$ cat src/hdl/nps_pkg.sv
// Shared constants and controller/datapath interface types for the sieve block.
package nps_pkg;

  localparam int SIEVE_BITS  = 131072;
  localparam int LIMIT_RESET = 131072;
  localparam int RANK_W      = 14;
  localparam int LIMIT_W     = 18;
  localparam int PRIME_W     = 17;
  localparam int KW          = $clog2(SIEVE_BITS) + 1;
  localparam int WORDS       = SIEVE_BITS / 64;
  localparam int WADDR_W     = $clog2(WORDS);
  localparam int ROOT_W      = ($clog2(SIEVE_BITS) + 1) / 2;

  typedef struct packed {
    logic init;
    logic emit_small;
    logic clear;
    logic load;
    logic grab;
    logic advance;
    logic count_up;
    logic mark_start;
    logic mark_rd;
    logic mark_wr;
    logic emit_found;
    logic emit_none;
  } nps_cmd_t;

  typedef struct packed {
    logic rank_small;
    logic clear_last;
    logic k_ge_bound;
    logic k_comp;
    logic k_word_end;
    logic count_hit;
    logic k_small;
    logic sq_lt_bound;
    logic m_end;
  } nps_stat_t;

endpackage

$ cat src/hdl/nps_ctrl.sv
// Sequencer that steps the sieve datapath through clear, walk and strike phases.
module nps_ctrl (
  input  logic             clk,
  input  logic             rst_n,
  input  logic             start,
  output logic             busy,
  output nps_pkg::nps_cmd_t cmd,
  input  nps_pkg::nps_stat_t stat
);
  import nps_pkg::*;

  localparam logic [2:0] S_IDLE  = 3'd0;
  localparam logic [2:0] S_CLEAR = 3'd1;
  localparam logic [2:0] S_LOAD  = 3'd2;
  localparam logic [2:0] S_GRAB  = 3'd3;
  localparam logic [2:0] S_TEST  = 3'd4;
  localparam logic [2:0] S_SQ    = 3'd5;
  localparam logic [2:0] S_MRD   = 3'd6;
  localparam logic [2:0] S_MWR   = 3'd7;

  logic [2:0] state_r;
  logic [2:0] state_nxt;

  assign busy = (state_r != S_IDLE);

  always_comb begin
    state_nxt = state_r;
    cmd       = '0;
    case (state_r)
      S_IDLE: begin
        if (start) begin
          if (stat.rank_small) begin
            cmd.emit_small = 1'b1;
          end else begin
            cmd.init  = 1'b1;
            state_nxt = S_CLEAR;
          end
        end
      end
      S_CLEAR: begin
        cmd.clear = 1'b1;
        if (stat.clear_last) begin
          state_nxt = S_LOAD;
        end
      end
      S_LOAD: begin
        cmd.load  = 1'b1;
        state_nxt = S_GRAB;
      end
      S_GRAB: begin
        cmd.grab  = 1'b1;
        state_nxt = S_TEST;
      end
      S_TEST: begin
        if (stat.k_ge_bound) begin
          cmd.emit_none = 1'b1;
          state_nxt     = S_IDLE;
        end else if (stat.k_comp) begin
          cmd.advance = 1'b1;
          state_nxt   = stat.k_word_end ? S_LOAD : S_TEST;
        end else begin
          cmd.count_up = 1'b1;
          if (stat.count_hit) begin
            cmd.emit_found = 1'b1;
            state_nxt      = S_IDLE;
          end else if (stat.k_small) begin
            state_nxt = S_SQ;
          end else begin
            cmd.advance = 1'b1;
            state_nxt   = stat.k_word_end ? S_LOAD : S_TEST;
          end
        end
      end
      S_SQ: begin
        if (stat.sq_lt_bound) begin
          cmd.mark_start = 1'b1;
          state_nxt      = S_MRD;
        end else begin
          cmd.advance = 1'b1;
          state_nxt   = S_LOAD;
        end
      end
      S_MRD: begin
        cmd.mark_rd = 1'b1;
        state_nxt   = S_MWR;
      end
      S_MWR: begin
        cmd.mark_wr = 1'b1;
        if (stat.m_end) begin
          // The word under test may have been struck, so it is read again.
          cmd.advance = 1'b1;
          state_nxt   = S_LOAD;
        end else begin
          state_nxt = S_MRD;
        end
      end
      default: begin
        state_nxt = S_IDLE;
      end
    endcase
  end

  always_ff @(posedge clk) begin
    if (!rst_n) begin
      state_r <= S_IDLE;
    end else begin
      state_r <= state_nxt;
    end
  end

endmodule

$ cat config.mk
export PLATFORM = sky130hd
export DESIGN_NAME = nps_ctrl
export DESIGN_NICKNAME = d
export VERILOG_FILES = /design/src/hdl/nps_pkg.sv /design/src/hdl/nps_ctrl.sv
export SDC_FILE = /design/constraint.sdc
export NUM_CORES = 1
export LEC_CHECK = 0
export BUFFER_PORTS_ARGS = -buffer_cell sky130_fd_sc_hd__buf_2
export CAP_MARGIN = 10
export CORE_AREA = 2 2 39 41
export CTS_CLUSTER_DIAMETER = 80
export DETAILED_ROUTE_END_ITERATION = 8
export DIE_AREA = 0 0 41 43
export PLACE_DENSITY = 0.65
export SLEW_MARGIN = 0
export SYNTH_ARGS = -nofsm -noshare
export SYNTH_HDL_FRONTEND = slang
export SYNTH_SLANG_ARGS = --single-unit
$ cat constraint.sdc
create_clock -name clk -period 1.5 [get_ports clk]
set_input_delay 0.225 -clock clk [delete_from_list [all_inputs] [get_ports clk]]
set_output_delay 0.225 -clock clk [all_outputs]
set_load 0.05 [all_outputs]
==> qor.yml <==
outcome: "finished, violations left"
failed_checks: "setup timing"
fin_ws_ns: -0.0538
start_kind: "flop"
ys_seq_area_share_pct: 17.3
cp_max_fo: 3
worst_pin_slew_ns: 0.295
finalCritPeriodShare_pct: 104
clock-sinks: 3
io_buffers: 24
num_antenna_cells: 0
synthTopCellsByArea: "dfxtp_1 17%, nand2_1 7.6%, nor4b_4 6.8%, nor3b_1 6.5%, a41oi_2 4.7%"
ant_nets: 0
die_w_um: 41
max_freq_ghz: 0.644
ff2ff_path_depth: 5
synth.ff_latch_count: 3
maxSlewHeadroom_pct: 80.3
top_regs: "state_r: 3 flops"
synth_top_area_share_pct: 17.3
syn_area_um2: 348
row_count: 14
coreArea_um2: 1380
yosysMostFrequentCell: "nand2_1"
clockRootBuffer: "clkbuf_4"
synthCells: 48
drive_above_1_share_pct: 67.4
routed_via_density: 4.57
slew_viol_final: 0
clkSlewWorstSetupHoldPaths_ns: 0.04
grt_pass1_wl_mm: 1.73
synth_common_cells: "7 x nand2_1, 4 x inv_1"
gp_congestion: 0.747
htreeDepth: 1
min_path_cells: 3
nets: 99
overflow: 0
cts_made_buffers: 3
wl_per_cell_um: 11.0
setup_viol: 6
grt_most_used_layer: "met2"
gr-usage-all-layers_pct: 14.7
cap_violations: 0
wl_mm: 1.12
hold_violations: 0
syn_to_final_growth_pct: 116
fp.dieArea_um2: 1760
largest_reg_flops: 3
holdCritPathClass: "in -> reg"
io_pins: 25
worst-setup-path-type: "reg -> out"
period_minus_slack_ns: 1.55
syn_nets: 60
critPathRequiredTime_ns: 1.27
synth_cell_types: 25
firstDrtPassIters: 2
use_met1_pct: 18.1
drt_iter0_drc: 3
yosys_warnings: 0
synth_area_per_cell_um2: 7.25
cp.arrival_ns: 1.33
clock_latency_ns: 0.24
synth_ff_type: "dfxtp_1"
grt_max_degree: 10
top_register: "state_r"
fin_hold_ws_ns: 0.246
grtUsageMet2_pct: 21.6
grt_use_met3_pct: 4.71
tns_ns: -0.146
dp_hpwl_um: 731
skew_ns: 0.00180
tritoncts: "yes"
start_util_pct: 25.1
p_per_area_nw_per_um2: 455
synthArstFlopShare_pct: 0
p_leak_nw: 0.371
power_mw: 0.342
setup.worst_path.end_class: "output port"
remaining_drc_errors: 0
vias: 466
rsz0062_at_grt: "yes"
grt_pass1_vias: 425
die_h_um: 43
irDropWorstVdd_v: 0.000401
antenna_found_initial: 0
clock_path_buffers: 2
yosysTopAreaCell: "dfxtp_1"
synth-edff-count: 0
[cell type report]
type	instances	area, um2
clock buffer	4	26.3
fill	133	632
inverter	4	15.0
multi-input combinational	38	317
sequential	3	66.3
tap	16	20.0
timing repair buffer	37	308
[per-stage QoR]
step           instance area, um2  util (%)  instances  worst slack, ns
2_1_floorplan                 382         -         48          -0.0213
3_5_place_dp                  546      39.4         91          -0.0125
6_report                      752      54.3        102          -0.0538
4_1_cts                       698      50.5         99          -0.0531
5_1_grt                       752      54.3        102           -0.114
3_3_place_gp                  546      39.4         91          0.00374
[path summary, 6_finish.rpt]
kind / endpoint / slack [ns] / from
min: state_r[0] / 0.25 / rst_n
min reg2reg: state_r[1] / 0.77 / state_r[0]
max: cmd[1] / -0.05 / state_r[0]
max reg2reg: state_r[2] / 0.25 / state_r[0]
[report_power, final]
part	total, mW	internal [mW]	leakage, nW	switching [mW]
Sequential	0.0843	0.0814	0.0260	0.00286
Clock	0.145	0.0999	0.0150	0.0452
Combinational	0.113	0.0469	0.330	0.0662
[layer usage]
metal	wire (um)	part of all wire, %
met1	465	42
met2	595	53
met5	0	0
met3	59	5.3
met4	0	0
[cell usage in the layout, fill, tap and decap left out]
cell       instances
buf_2             12
buf_4             12
buf_6              8
nand2_1            7
clkbuf_4           4
buf_8              4
inv_1              3
a21oi_1            3
o21ai_0            3
nor2_1             2
nor3b_2            2
nor2b_1            2
dfxtp_2            2
nand3b_1           1
and3_1             1
nand2b_4           1
or2_4              1
inv_2              1
nor3_4             1
and3_4             1
nor3b_4            1
nor4b_4            1
nand2b_1           1
o22ai_2            1
and2b_4            1
and2_4             1
nor2_2             1
nand4bb_1          1
a21o_1             1
o211ai_2           1
a211o_1            1
a41oi_2            1
nand4b_1           1
clkbuf_1           1
dfxtp_4            1
[what timing repair did]
action | CTS | global route
hold buffers | 0 | 0
resized for setup | 29 | 11
setup endpoints to repair | 11 | 12
pin swaps | 7 | 1
setup buffers | 4 | 3
[critical path: stages (launching register included)]
cell and delay (ns):
dfxtp_2 0.33, nor4b_4 0.30, and2b_4 0.19, and2_4 0.13, buf_8 0.13
[cell families after synthesis]
kind of cell | synth area share, %
and+or+nand+nor | 50.0
buffers and inverters | 9.35
DFF | 17.3
AOI/OAI and AO/OA | 23.4
Note: power is estimated with default switching activity, not from simulation.
